## config.mk

```make
export PLATFORM = sky130hd
export DESIGN_NAME = whitespace_tokenizer_line_markers_top_flat
export DESIGN_NICKNAME = d
export VERILOG_FILES = /design/src/hdl/wtlm_pkg.sv /design/src/hdl/wtlm_if.sv /design/src/hdl/whitespace_tokenizer_line_markers_top.sv /design/src/hdl/wtlm_front.sv /design/src/hdl/wtlm_queue.sv /design/src/hdl/wtlm_back.sv /design/src/flat_wrapper.sv
export SDC_FILE = /design/constraint.sdc
export NUM_CORES = 1
export LEC_CHECK = 0
export BUFFER_PORTS_ARGS = -buffer_cell sky130_fd_sc_hd__buf_4
export CORE_MARGIN = 4
export CORE_UTILIZATION = 60
export CTS_CLUSTER_SIZE = 8
export DETAILED_ROUTE_END_ITERATION = 10
export PLACE_DENSITY_LB_ADDON = 0.25
export SYNTH_ARGS = -nofsm -noshare
export SYNTH_HDL_FRONTEND = slang
export SYNTH_SLANG_ARGS = --single-unit
```

## constraint.sdc

```tcl
create_clock -name i_clk -period 8.7 [get_ports i_clk]
set_input_delay 1.74 -clock i_clk [delete_from_list [all_inputs] [get_ports i_clk]]
set_output_delay 1.74 -clock i_clk [all_outputs]
set_load 0.02 [all_outputs]
```

## src/hdl/wtlm_pkg.sv

```systemverilog
`default_nettype none
package wtlm_pkg;

    // Width of the line number as it appears on the result channel.
    localparam int unsigned LN_W = 20;

    // Depth of the queue between the front and back parts.
    localparam int unsigned QDEPTH = 4;
    localparam int unsigned QPTR_W = 2;

    // Character codes the classifier looks for.
    localparam logic [7:0] C_SPACE = 8'h20;
    localparam logic [7:0] C_TAB   = 8'h09;
    localparam logic [7:0] C_CR    = 8'h0D;
    localparam logic [7:0] C_LF    = 8'h0A;
    localparam logic [7:0] C_VT    = 8'h0B;
    localparam logic [7:0] C_FF    = 8'h0C;
    localparam logic [7:0] C_HASH  = 8'h23;
    localparam logic [7:0] C_PLUS  = 8'h2B;
    localparam logic [7:0] C_MINUS = 8'h2D;
    localparam logic [7:0] C_ZERO  = 8'h30;
    localparam logic [7:0] C_NINE  = 8'h39;

    typedef enum logic [1:0] {
        K_CHAR    = 2'd0,
        K_TEND    = 2'd1,
        K_NEWLINE = 2'd2,
        K_EOI     = 2'd3
    } t_kind;

    // One queue entry: the one or two results that one item causes.
    // The second result is always a newline token or end of input.
    typedef struct packed {
        logic              two;
        t_kind             kind0;
        logic [7:0]        char0;
        logic [LN_W-1:0]   line0;
        logic              trunc0;
        t_kind             kind1;
        logic [LN_W-1:0]   line1;
    } t_cmd;

endpackage
`default_nettype wire

```

## src/hdl/wtlm_if.sv

```systemverilog
`default_nettype none
interface wtlm_in_if;
    logic       valid;
    logic       ready;
    logic [7:0] in_byte;
    logic       is_end;

    modport source (output valid, output in_byte, output is_end, input ready);
    modport sink   (input valid, input in_byte, input is_end, output ready);
endinterface

interface wtlm_out_if;
    logic        valid;
    logic        ready;
    logic [1:0]  kind;
    logic [7:0]  out_char;
    logic [19:0] line_number;
    logic        truncated;
    logic        last;

    modport source (output valid, output kind, output out_char, output line_number,
                    output truncated, output last, input ready);
    modport sink   (input valid, input kind, input out_char, input line_number,
                    input truncated, input last, output ready);
endinterface
`default_nettype wire

```

## src/hdl/whitespace_tokenizer_line_markers_top.sv

```systemverilog
`default_nettype none
// Channel   Role    Handshake      Payload
// i_in      sink    valid/ready    in_byte[7:0], is_end
// o_out     source  valid/ready    kind[1:0], out_char[7:0], line_number[19:0],
//                                  truncated, last
//
// One byte is accepted per cycle while the result queue has room; the front classifies
// it and updates the tokenizer state at that same edge. Its results are queued and
// then registered in the back part before they reach o_out. The back part hands out
// one result per cycle while o_out is ready, so items with two results halve the rate
// once the four-entry queue is full. Reset is synchronous and active low; the line
// counter returns to 1. A stall on o_out fills the queue and then holds i_in.ready low.
module whitespace_tokenizer_line_markers_top import wtlm_pkg::*; #(
    parameter int unsigned MAX_TOKEN = 255,
    parameter int unsigned LINE_BITS = 20
) (
    input  wire logic   i_clk,
    input  wire logic   i_rst_n,
    wtlm_in_if.sink     i_in,
    wtlm_out_if.source  o_out
);

    logic q_full;
    logic take;
    logic push;
    t_cmd push_cmd;
    logic q_valid;
    t_cmd q_cmd;
    logic q_pop;

    // The input is ready whenever the queue can take a new entry, so a
    // finished result waiting on the output never blocks the next byte by itself.
    assign i_in.ready = !q_full;
    assign take       = i_in.valid && !q_full;

    // The front part holds all tokenizer state and turns each item into a queue entry.
    wtlm_front #(
        .MAX_TOKEN (MAX_TOKEN),
        .LINE_BITS (LINE_BITS)
    ) u_front (
        .i_clk     (i_clk),
        .i_rst_n   (i_rst_n),
        .i_take    (take),
        .i_in_byte (i_in.in_byte),
        .i_is_end  (i_in.is_end),
        .o_push    (push),
        .o_cmd     (push_cmd)
    );

    // Short queue that decouples classification from result delivery.
    wtlm_queue u_queue (
        .i_clk   (i_clk),
        .i_rst_n (i_rst_n),
        .i_push  (take && push),
        .i_cmd   (push_cmd),
        .o_full  (q_full),
        .i_pop   (q_pop),
        .o_valid (q_valid),
        .o_cmd   (q_cmd)
    );

    // The back part unpacks each entry into one or two results.
    wtlm_back u_back (
        .i_clk         (i_clk),
        .i_rst_n       (i_rst_n),
        .i_q_valid     (q_valid),
        .i_q_cmd       (q_cmd),
        .o_q_pop       (q_pop),
        .o_valid       (o_out.valid),
        .i_ready       (o_out.ready),
        .o_kind        (o_out.kind),
        .o_out_char    (o_out.out_char),
        .o_line_number (o_out.line_number),
        .o_truncated   (o_out.truncated),
        .o_last        (o_out.last)
    );

    // End of input is always the final result of its item.
    a_eoi_last: assert property (@(posedge i_clk) disable iff (!i_rst_n)
        (o_out.valid && (o_out.kind == K_EOI)) |-> o_out.last)
        else $error("end of input result not marked last");

    // Only a token end can carry the truncation flag.
    a_trunc_tend: assert property (@(posedge i_clk) disable iff (!i_rst_n)
        (o_out.valid && o_out.truncated) |-> (o_out.kind == K_TEND))
        else $error("truncated flag on a result that is not a token end");

    // A token end is never the last result when the queue entry carries a second one
    // that is a newline; a newline token always stands last.
    a_newline_last: assert property (@(posedge i_clk) disable iff (!i_rst_n)
        (o_out.valid && (o_out.kind == K_NEWLINE)) |-> o_out.last)
        else $error("newline token not marked last");

    // The queue never accepts an entry while full.
    a_no_overfill: assert property (@(posedge i_clk) disable iff (!i_rst_n)
        q_full |-> !take)
        else $error("item accepted while the result queue is full");

endmodule
`default_nettype wire

```

## src/hdl/wtlm_front.sv

```systemverilog
`default_nettype none
module wtlm_front import wtlm_pkg::*; #(
    parameter int unsigned MAX_TOKEN = 255,
    parameter int unsigned LINE_BITS = 20
) (
    input  wire logic       i_clk,
    input  wire logic       i_rst_n,
    input  wire logic       i_take,
    input  wire logic [7:0] i_in_byte,
    input  wire logic       i_is_end,
    output      logic       o_push,
    output      t_cmd       o_cmd
);

    localparam int unsigned LEN_W = $clog2(MAX_TOKEN + 1);
    localparam int unsigned AW    = LINE_BITS + 4;
    localparam logic [LINE_BITS-1:0] LINE_MAX = '1;

    typedef enum logic [5:0] {
        M_BETWEEN = 6'b000001,
        M_TOKEN   = 6'b000010,
        M_LEAD    = 6'b000100,
        M_DIGITS  = 6'b001000,
        M_SKIP    = 6'b010000,
        M_ENDED   = 6'b100000
    } t_mode;

    t_mode                r_mode, n_mode;
    logic [LINE_BITS-1:0] r_line, n_line;
    logic [LINE_BITS-1:0] r_acc, n_acc;
    logic                 r_neg, n_neg;
    logic [LEN_W-1:0]     r_len, n_len;
    logic                 r_ov, n_ov;

    logic                 is_sep, is_lf, is_hash, is_digit, is_lead_ws, is_sign;
    logic [3:0]           dig;
    logic [AW-1:0]        acc_wide;
    logic [LINE_BITS-1:0] acc_sat, line_inc, line_load;

    assign is_sep     = (i_in_byte == C_SPACE) || (i_in_byte == C_TAB) || (i_in_byte == C_CR);
    assign is_lf      = (i_in_byte == C_LF);
    assign is_hash    = (i_in_byte == C_HASH);
    assign is_digit   = (i_in_byte >= C_ZERO) && (i_in_byte <= C_NINE);
    assign is_lead_ws = is_sep || (i_in_byte == C_VT) || (i_in_byte == C_FF);
    assign is_sign    = (i_in_byte == C_PLUS) || (i_in_byte == C_MINUS);
    assign dig        = 4'(i_in_byte - C_ZERO);

    // acc * 10 + digit, saturated at the top line value.
    assign acc_wide  = (AW'(r_acc) << 3) + (AW'(r_acc) << 1) + AW'(dig);
    assign acc_sat   = (acc_wide > AW'(LINE_MAX)) ? LINE_MAX : acc_wide[LINE_BITS-1:0];
    assign line_inc  = (r_line == LINE_MAX) ? r_line : r_line + LINE_BITS'(1);
    assign line_load = (r_neg && (r_acc != '0)) ? '0 : r_acc;

    always_comb begin
        n_mode = r_mode;
        n_line = r_line;
        n_acc  = r_acc;
        n_neg  = r_neg;
        n_len  = r_len;
        n_ov   = r_ov;
        o_push = 1'b0;
        o_cmd  = '{two: 1'b0, kind0: K_CHAR, char0: 8'h00, line0: LN_W'(r_line),
                   trunc0: 1'b0, kind1: K_EOI, line1: LN_W'(r_line)};

        if (r_mode == M_ENDED) begin
            o_push      = 1'b1;
            o_cmd.kind0 = K_EOI;
        end else if (i_is_end) begin
            o_push = 1'b1;
            if (r_mode == M_TOKEN) begin
                o_cmd.two    = 1'b1;
                o_cmd.kind0  = K_TEND;
                o_cmd.trunc0 = r_ov;
            end else begin
                o_cmd.kind0 = K_EOI;
            end
            n_mode = M_ENDED;
            n_len  = '0;
            n_ov   = 1'b0;
            n_acc  = '0;
            n_neg  = 1'b0;
        end else begin
            case (r_mode)
                M_TOKEN: begin
                    if (is_sep || is_lf || is_hash) begin
                        o_push       = 1'b1;
                        o_cmd.kind0  = K_TEND;
                        o_cmd.trunc0 = r_ov;
                        n_len        = '0;
                        n_ov         = 1'b0;
                        n_mode       = M_BETWEEN;
                        if (is_lf) begin
                            n_line      = line_inc;
                            o_cmd.two   = 1'b1;
                            o_cmd.kind1 = K_NEWLINE;
                            o_cmd.line1 = LN_W'(line_inc);
                        end else if (is_hash) begin
                            n_mode = M_LEAD;
                            n_acc  = '0;
                            n_neg  = 1'b0;
                        end
                    end else if (r_len < LEN_W'(MAX_TOKEN)) begin
                        n_len       = r_len + LEN_W'(1);
                        o_push      = 1'b1;
                        o_cmd.char0 = i_in_byte;
                    end else begin
                        n_ov = 1'b1;
                    end
                end
                M_LEAD, M_DIGITS, M_SKIP: begin
                    if (is_lf) begin
                        n_line      = line_load;
                        n_acc       = '0;
                        n_neg       = 1'b0;
                        n_mode      = M_BETWEEN;
                        o_push      = 1'b1;
                        o_cmd.kind0 = K_NEWLINE;
                        o_cmd.line0 = LN_W'(line_load);
                    end else if (is_digit && (r_mode != M_SKIP)) begin
                        n_acc  = acc_sat;
                        n_mode = M_DIGITS;
                    end else if ((r_mode == M_LEAD) && is_lead_ws) begin
                        n_mode = M_LEAD;
                    end else if ((r_mode == M_LEAD) && is_sign) begin
                        n_neg  = (i_in_byte == C_MINUS);
                        n_mode = M_DIGITS;
                    end else begin
                        n_mode = M_SKIP;
                    end
                end
                default: begin
                    if (is_lf) begin
                        n_line      = line_inc;
                        o_push      = 1'b1;
                        o_cmd.kind0 = K_NEWLINE;
                        o_cmd.line0 = LN_W'(line_inc);
                    end else if (is_hash) begin
                        n_mode = M_LEAD;
                        n_acc  = '0;
                        n_neg  = 1'b0;
                    end else if (!is_sep) begin
                        n_mode      = M_TOKEN;
                        n_len       = LEN_W'(1);
                        n_ov        = 1'b0;
                        o_push      = 1'b1;
                        o_cmd.char0 = i_in_byte;
                    end
                end
            endcase
        end
    end

    always_ff @(posedge i_clk) begin
        if (!i_rst_n) begin
            r_mode <= M_BETWEEN;
            r_line <= LINE_BITS'(1);
            r_acc  <= '0;
            r_neg  <= 1'b0;
            r_len  <= '0;
            r_ov   <= 1'b0;
        end else if (i_take) begin
            r_mode <= n_mode;
            r_line <= n_line;
            r_acc  <= n_acc;
            r_neg  <= n_neg;
            r_len  <= n_len;
            r_ov   <= n_ov;
        end
    end

endmodule
`default_nettype wire

```

## src/hdl/wtlm_queue.sv

```systemverilog
`default_nettype none
module wtlm_queue import wtlm_pkg::*; (
    input  wire logic i_clk,
    input  wire logic i_rst_n,
    input  wire logic i_push,
    input  wire t_cmd i_cmd,
    output      logic o_full,
    input  wire logic i_pop,
    output      logic o_valid,
    output      t_cmd o_cmd
);

    t_cmd              r_mem [QDEPTH];
    logic [QPTR_W-1:0] r_wr, r_rd;
    logic [QPTR_W:0]   r_cnt;
    logic              do_push, do_pop;

    assign o_full  = (r_cnt == (QPTR_W+1)'(QDEPTH));
    assign o_valid = (r_cnt != '0);
    assign o_cmd   = r_mem[r_rd];
    assign do_push = i_push && !o_full;
    assign do_pop  = i_pop && o_valid;

    always_ff @(posedge i_clk) begin
        if (do_push) begin
            r_mem[r_wr] <= i_cmd;
        end
    end

    always_ff @(posedge i_clk) begin
        if (!i_rst_n) begin
            r_wr  <= '0;
            r_rd  <= '0;
            r_cnt <= '0;
        end else begin
            if (do_push) begin
                r_wr <= r_wr + QPTR_W'(1);
            end
            if (do_pop) begin
                r_rd <= r_rd + QPTR_W'(1);
            end
            if (do_push && !do_pop) begin
                r_cnt <= r_cnt + (QPTR_W+1)'(1);
            end else if (do_pop && !do_push) begin
                r_cnt <= r_cnt - (QPTR_W+1)'(1);
            end
        end
    end

endmodule
`default_nettype wire

```

## src/hdl/wtlm_back.sv

```systemverilog
`default_nettype none
module wtlm_back import wtlm_pkg::*; (
    input  wire logic            i_clk,
    input  wire logic            i_rst_n,
    input  wire logic            i_q_valid,
    input  wire t_cmd            i_q_cmd,
    output      logic            o_q_pop,
    output      logic            o_valid,
    input  wire logic            i_ready,
    output      logic [1:0]      o_kind,
    output      logic [7:0]      o_out_char,
    output      logic [LN_W-1:0] o_line_number,
    output      logic            o_truncated,
    output      logic            o_last
);

    logic r_valid;
    logic r_sel;
    t_cmd r_cmd;
    logic done_one, finishing;

    assign done_one  = r_valid && i_ready;
    assign finishing = done_one && (r_sel || !r_cmd.two);
    assign o_q_pop   = (!r_valid || finishing) && i_q_valid;

    assign o_valid       = r_valid;
    assign o_kind        = r_sel ? r_cmd.kind1 : r_cmd.kind0;
    assign o_out_char    = r_sel ? 8'h00 : r_cmd.char0;
    assign o_line_number = r_sel ? r_cmd.line1 : r_cmd.line0;
    assign o_truncated   = r_sel ? 1'b0 : r_cmd.trunc0;
    assign o_last        = r_sel || !r_cmd.two;

    always_ff @(posedge i_clk) begin
        if (o_q_pop) begin
            r_cmd <= i_q_cmd;
        end
    end

    always_ff @(posedge i_clk) begin
        if (!i_rst_n) begin
            r_valid <= 1'b0;
            r_sel   <= 1'b0;
        end else if (o_q_pop) begin
            r_valid <= 1'b1;
            r_sel   <= 1'b0;
        end else if (finishing) begin
            r_valid <= 1'b0;
            r_sel   <= 1'b0;
        end else if (done_one) begin
            r_sel <= 1'b1;
        end
    end

endmodule
`default_nettype wire

```

## src/flat_wrapper.sv

```systemverilog
// flat-port wrapper written by rule: the top's interface ports become plain ports
module whitespace_tokenizer_line_markers_top_flat import wtlm_pkg::*;
#(
    parameter int unsigned MAX_TOKEN = 255,
    parameter int unsigned LINE_BITS = 20
)
  (i_clk, i_rst_n, i_in_valid, i_in_in_byte, i_in_is_end, i_in_ready, o_out_valid, o_out_kind, o_out_out_char, o_out_line_number, o_out_truncated, o_out_last, o_out_ready);
  wtlm_in_if i_in_i ();
  wtlm_out_if o_out_i ();
  input  wire logic i_clk;
  input  wire logic i_rst_n;
  input wire logic [$bits(i_in_i.valid)-1:0] i_in_valid;
  input wire logic [$bits(i_in_i.in_byte)-1:0] i_in_in_byte;
  input wire logic [$bits(i_in_i.is_end)-1:0] i_in_is_end;
  output wire logic [$bits(i_in_i.ready)-1:0] i_in_ready;
  output wire logic [$bits(o_out_i.valid)-1:0] o_out_valid;
  output wire logic [$bits(o_out_i.kind)-1:0] o_out_kind;
  output wire logic [$bits(o_out_i.out_char)-1:0] o_out_out_char;
  output wire logic [$bits(o_out_i.line_number)-1:0] o_out_line_number;
  output wire logic [$bits(o_out_i.truncated)-1:0] o_out_truncated;
  output wire logic [$bits(o_out_i.last)-1:0] o_out_last;
  input wire logic [$bits(o_out_i.ready)-1:0] o_out_ready;
  assign i_in_i.valid = i_in_valid;
  assign i_in_i.in_byte = i_in_in_byte;
  assign i_in_i.is_end = i_in_is_end;
  assign i_in_ready = i_in_i.ready;
  assign o_out_valid = o_out_i.valid;
  assign o_out_kind = o_out_i.kind;
  assign o_out_out_char = o_out_i.out_char;
  assign o_out_line_number = o_out_i.line_number;
  assign o_out_truncated = o_out_i.truncated;
  assign o_out_last = o_out_i.last;
  assign o_out_i.ready = o_out_ready;
  whitespace_tokenizer_line_markers_top #(.MAX_TOKEN(MAX_TOKEN), .LINE_BITS(LINE_BITS)) u_core (.i_clk(i_clk), .i_rst_n(i_rst_n), .i_in(i_in_i), .o_out(o_out_i));
endmodule
```

==> results by stage <==
Critical path:
- The required time at the endpoint of the critical path is 9.15 ns.
- The nature of the critical path startpoint is an input port.
- In this design, the stage delay of the slowest critical-path cell is 0.72 ns.
- STA classifies the critical path endpoint as a flop.
- The signal on the critical path passes through buf_4 > nor3_2 > nand3_1 > nand3_1 > o21ai_1 > a21oi_2 > ha_1 > inv_1 > fa_1 > xor2_1 > or3_1 > a21oi_1.
- The data arrival time of the critical path is 5.35 ns.
- The type of the setup path with the least slack is in -> reg.
- The highest fanout seen on the critical path is 21.
- For flop-to-flop paths, the worst setup slack is 4.63 ns.
- The slowest stage of the critical path is the nand3_1 cell.
- The cell that appears most often on the critical path is nand3_1.

Cells and area:
- The area growth from synthesis to layout is 12.20%.
- The number of nets in the layout is 1266.
- The repair_antennas step left the layout with diodes totalling 0.
- The final cell count without fillers is 1570.
- The area used by multi-input combinational logic is 0.005949 mm².
- The top cell types in the final layout, fill and taps aside, are edfxtp_1, o21ai_0, a21oi_1.
- The final design utilization is 69.00%.
- The post-route netlist has 17.26% of its cells at a drive strength greater than 1.
- With fillers left out, the area of the finished cells amounts to 0.01747 mm².
- In the final layout, flip-flops and latches occupy 0.009264 mm².
- The layout has 1696 filler cells.
- The library cell used most frequently in the layout, excluding fill and tap cells, is edfxtp_1.

Clock network:
- The clock passes through at most 3 buffers.
- The total clock buffers created by CTS is 47.
- After clock tree synthesis, the repair step resized 0 gates.
- The post-CTS setup-driven buffer insertion count is 0.
- For the worst-skew pair, the clock arrives at the later sink with an insertion delay of 0.54 ns.
- The clock-pin slew on the worst setup and hold paths is 0.05 ns.
- TritonCTS built the clock tree.
- The deepest level of the CTS H-tree is 2.
- In this run, post-CTS hold repair placed 0 buffers.
- The number of sinks driven by the clock tree is 330.
- The buffer cell driving the clock tree root is clkbuf_16.

Power and ir drop:
- The power per cell area is 282.1 mW/mm².
- The switching power is 0.001394 W.
- The internal power component is 0.003536 W.
- IR analysis of the VDD net gives a maximum drop of 0.0001962 V.
- Net switching is 28.27% of the power.
- Sequential cells burn 44.3% of the power.
- The logic gate share of total power is 22.3%.
- The share of total power in the clock network is 33.4%.
- Summed over all cells, the static leakage comes to 5.935 nW.

STA:
- For this run, the top clock speed supported by timing is 204.1 MHz.
- The count of endpoints failing setup in the final report is 0.
- The hold violation count in the final report is 0.
- Measured against its own limit, the worst slew margin works out to 17.49%.
- In the finished design, the share of the clock period the worst path needs comes to 56.31%.
- The minimum clock period after layout is 4.899 ns.
- In the final timing run, aggregate negative setup slack is 0 ns.
- At the pin with the least slew margin, the transition time is 1.229 ns.
- The clock arrives with 0.02263 ns of skew.
- The max-slew violation count came to 0.
- Setup repair after global routing left no endpoint under its margin.
- The final setup slack of the worst path is 3.801 ns.

Floorplanning:
- The floorplan step defined a die boundary enclosing 0.02860 mm².
- The initial utilization of the core area, before any placement, comes to 61.49%.
- The height of the chip is 169.1 µm.
- The total I/O pin count is 47.
- The placeable core region is 0.02533 mm².
- The number of rows created at floorplan is 58.
- In this run the horizontal extent of the chip is 169.1 µm.

Detailed routing:
- For this run, design rule violations remaining after detail routing come to 0.
- For this block, the routed nets add up to 35290 µm of wire.
- The number of detailed-route iterations in the first pass is 6.
- After detailed routing, the number of vias per cell comes to 6.590.
- The post-detailed-route count of antenna-violating nets is 0.
- The overall via count from detail_route is 10.35k.
- The count of routing violations after the opening detailed-route iteration is 1039.
- The wire length per cell after detailed routing is 22.48 µm.

Min path:
- The class of the tightest hold or removal check is reg -> reg.

Place:
- Summed over all nets, the half-perimeter wirelength after detailed placement is 21430 µm.
- At the placement stage, the worst setup path has a slack of 3.416 ns.
- Port buffering added 46 buffers.
- The area after detailed placement is 0.01613 mm².
- The number of placed cells counting well taps is 1485.
- At the end of routability-driven placement, the weighted congestion stood at 0.9161.

GRT:
- The number of global-route vias before repair is 10.10k.
- The total overflow reported by the global router is 0.
- The total track usage is 24.66%.
- The number of antenna violations at the first check in global routing came to 0.
- The global-route wire length before repair is 55960 µm.
- Entering global routing, the biggest net connects 57 pins.

Yosys:
- Counting distinct cell types in the post-synthesis netlist gives 81.
- Of all flip-flops after synthesis, the portion carrying an async set or reset was 0%.
- The fraction of the yosys area taken by sequential cells is 59.45%.
- For this run, the number of Yosys warnings is 0.
- A synthesized cell averages 13.32 µm².
- In this run, synthesis inferred 265 flip-flops with an integrated enable.
- The net count after synthesis is 1231.
- The cell area after synthesis is 0.01557 mm².
- The count of state elements after synthesis is 330.
- Synthesis produced 1169 cells.
- The dominant register cell in the synthesized netlist is edfxtp_1.

Flow run:
- The max-cap violation count is 0.

Run status:
- The run finished with clean final reports.
[metrics by stage]
stage | total power [W] | hold WS, ns
2_1_floorplan | 0.002949 | 0.4447
3_3_place_gp | 0.003260 | 0.4738
3_5_place_dp | 0.003300 | 0.4971
4_1_cts | 0.004968 | 0.5021
5_1_grt | 0.005149 | 0.5391
6_report | 0.004929 | 0.5030
[power by group through the flow]
stage | registers [W] | clock network [W] | logic (W)
2_1_floorplan | 0.00215 | 0 | 0.000795
3_3_place_gp | 0.00219 | 0 | 0.00107
3_5_place_dp | 0.00221 | 0 | 0.00110
4_1_cts | 0.00219 | 0.00167 | 0.00111
5_1_grt | 0.00221 | 0.00175 | 0.00119
6_report | 0.00219 | 0.00165 | 0.00110
[cells by family after synthesis]
kind of cell / share of synthesized area (%)
compound gates: 12.14
xor+xnor: 2.193
fa+ha+maj: 4.081
buf+inv: 2.450
flops: 59.45
mux: 9.697
simple gates: 9.986
[cells in the mapped netlist, types with 13 or more instances]
library cell	count	area, µm²
a21oi_1	69	345.3
a41oi_1	17	148.9
and2_1	20	125.1
and3_1	16	100.1
buf_2	20	100.1
clkbuf_1	39	146.4
dfxtp_1	65	1301
edfxtp_1	265	7958
ha_1	46	575.6
inv_1	19	71.32
mux2_2	21	236.5
mux4_2	53	1194
nand2_1	66	247.7
nand3_1	31	155.2
nand4_1	15	93.84
nor2_1	53	198.9
nor2b_1	13	81.33
nor3_1	19	95.09
o21ai_0	77	385.4
o21ai_1	14	70.07
xnor2_1	20	175.2
xor2_1	19	166.4
[per-layer routing]
metal	routed length, µm	track usage [%]
met5	0	0
met4	787	6.790
met3	2293	4.227
met2	17320	40.33
met1	14900	34.77
[state kept, by name (all words and copies together) (netlist names), 2 cells and up]
signal and cells:
u_core.u_queue.r_wr 2, u_core.u_front.r_len 8, u_core.u_back.r_cmd 53, u_core.u_queue.r_mem 212, u_core.u_queue.r_cnt 3, u_core.u_queue.r_rd 2
u_core.u_front.r_mode 6, u_core.u_front.r_acc 20, u_core.u_front.r_line 20
[area by class of cell]
type,instances,share of cell area (%)
Multi-Input combinational cell,749,34.05
Clock inverter,3,0.2363
Clock buffer,82,7.482
Sequential cell,330,53.01
Inverter,19,0.4081
Tap cell,330,2.363
Timing Repair Buffer,57,2.449
[worst paths after layout]
check,startpoint,to,cells past startpoint
worst max-delay path,i_in_in_byte[4],u_core.u_queue.r_cnt[2]$_SDFFE_PN0P_,12
worst max register to register,u_core.u_front.r_mode[2]$_SDFFE_PN0P_,u_core.u_queue.r_cnt[2]$_SDFFE_PN0P_,11
worst min-delay path,u_core.u_front.r_len[1]$_SDFFE_PN0P_,u_core.u_front.r_len[1]$_SDFFE_PN0P_,2
worst min register to register,u_core.u_front.r_len[1]$_SDFFE_PN0P_,u_core.u_front.r_len[1]$_SDFFE_PN0P_,2
[critical path, delay by kind of cell]
family,cells,cell delay [ns]
buffers and inverters,2,0.19
AO/OA/AOI/OAI,3,0.72
adder cells (fa/ha/maj),2,0.63
XOR/XNOR,1,0.17
AND/OR/NAND/NOR,4,1.89
(Power assumes the default switching activity.)
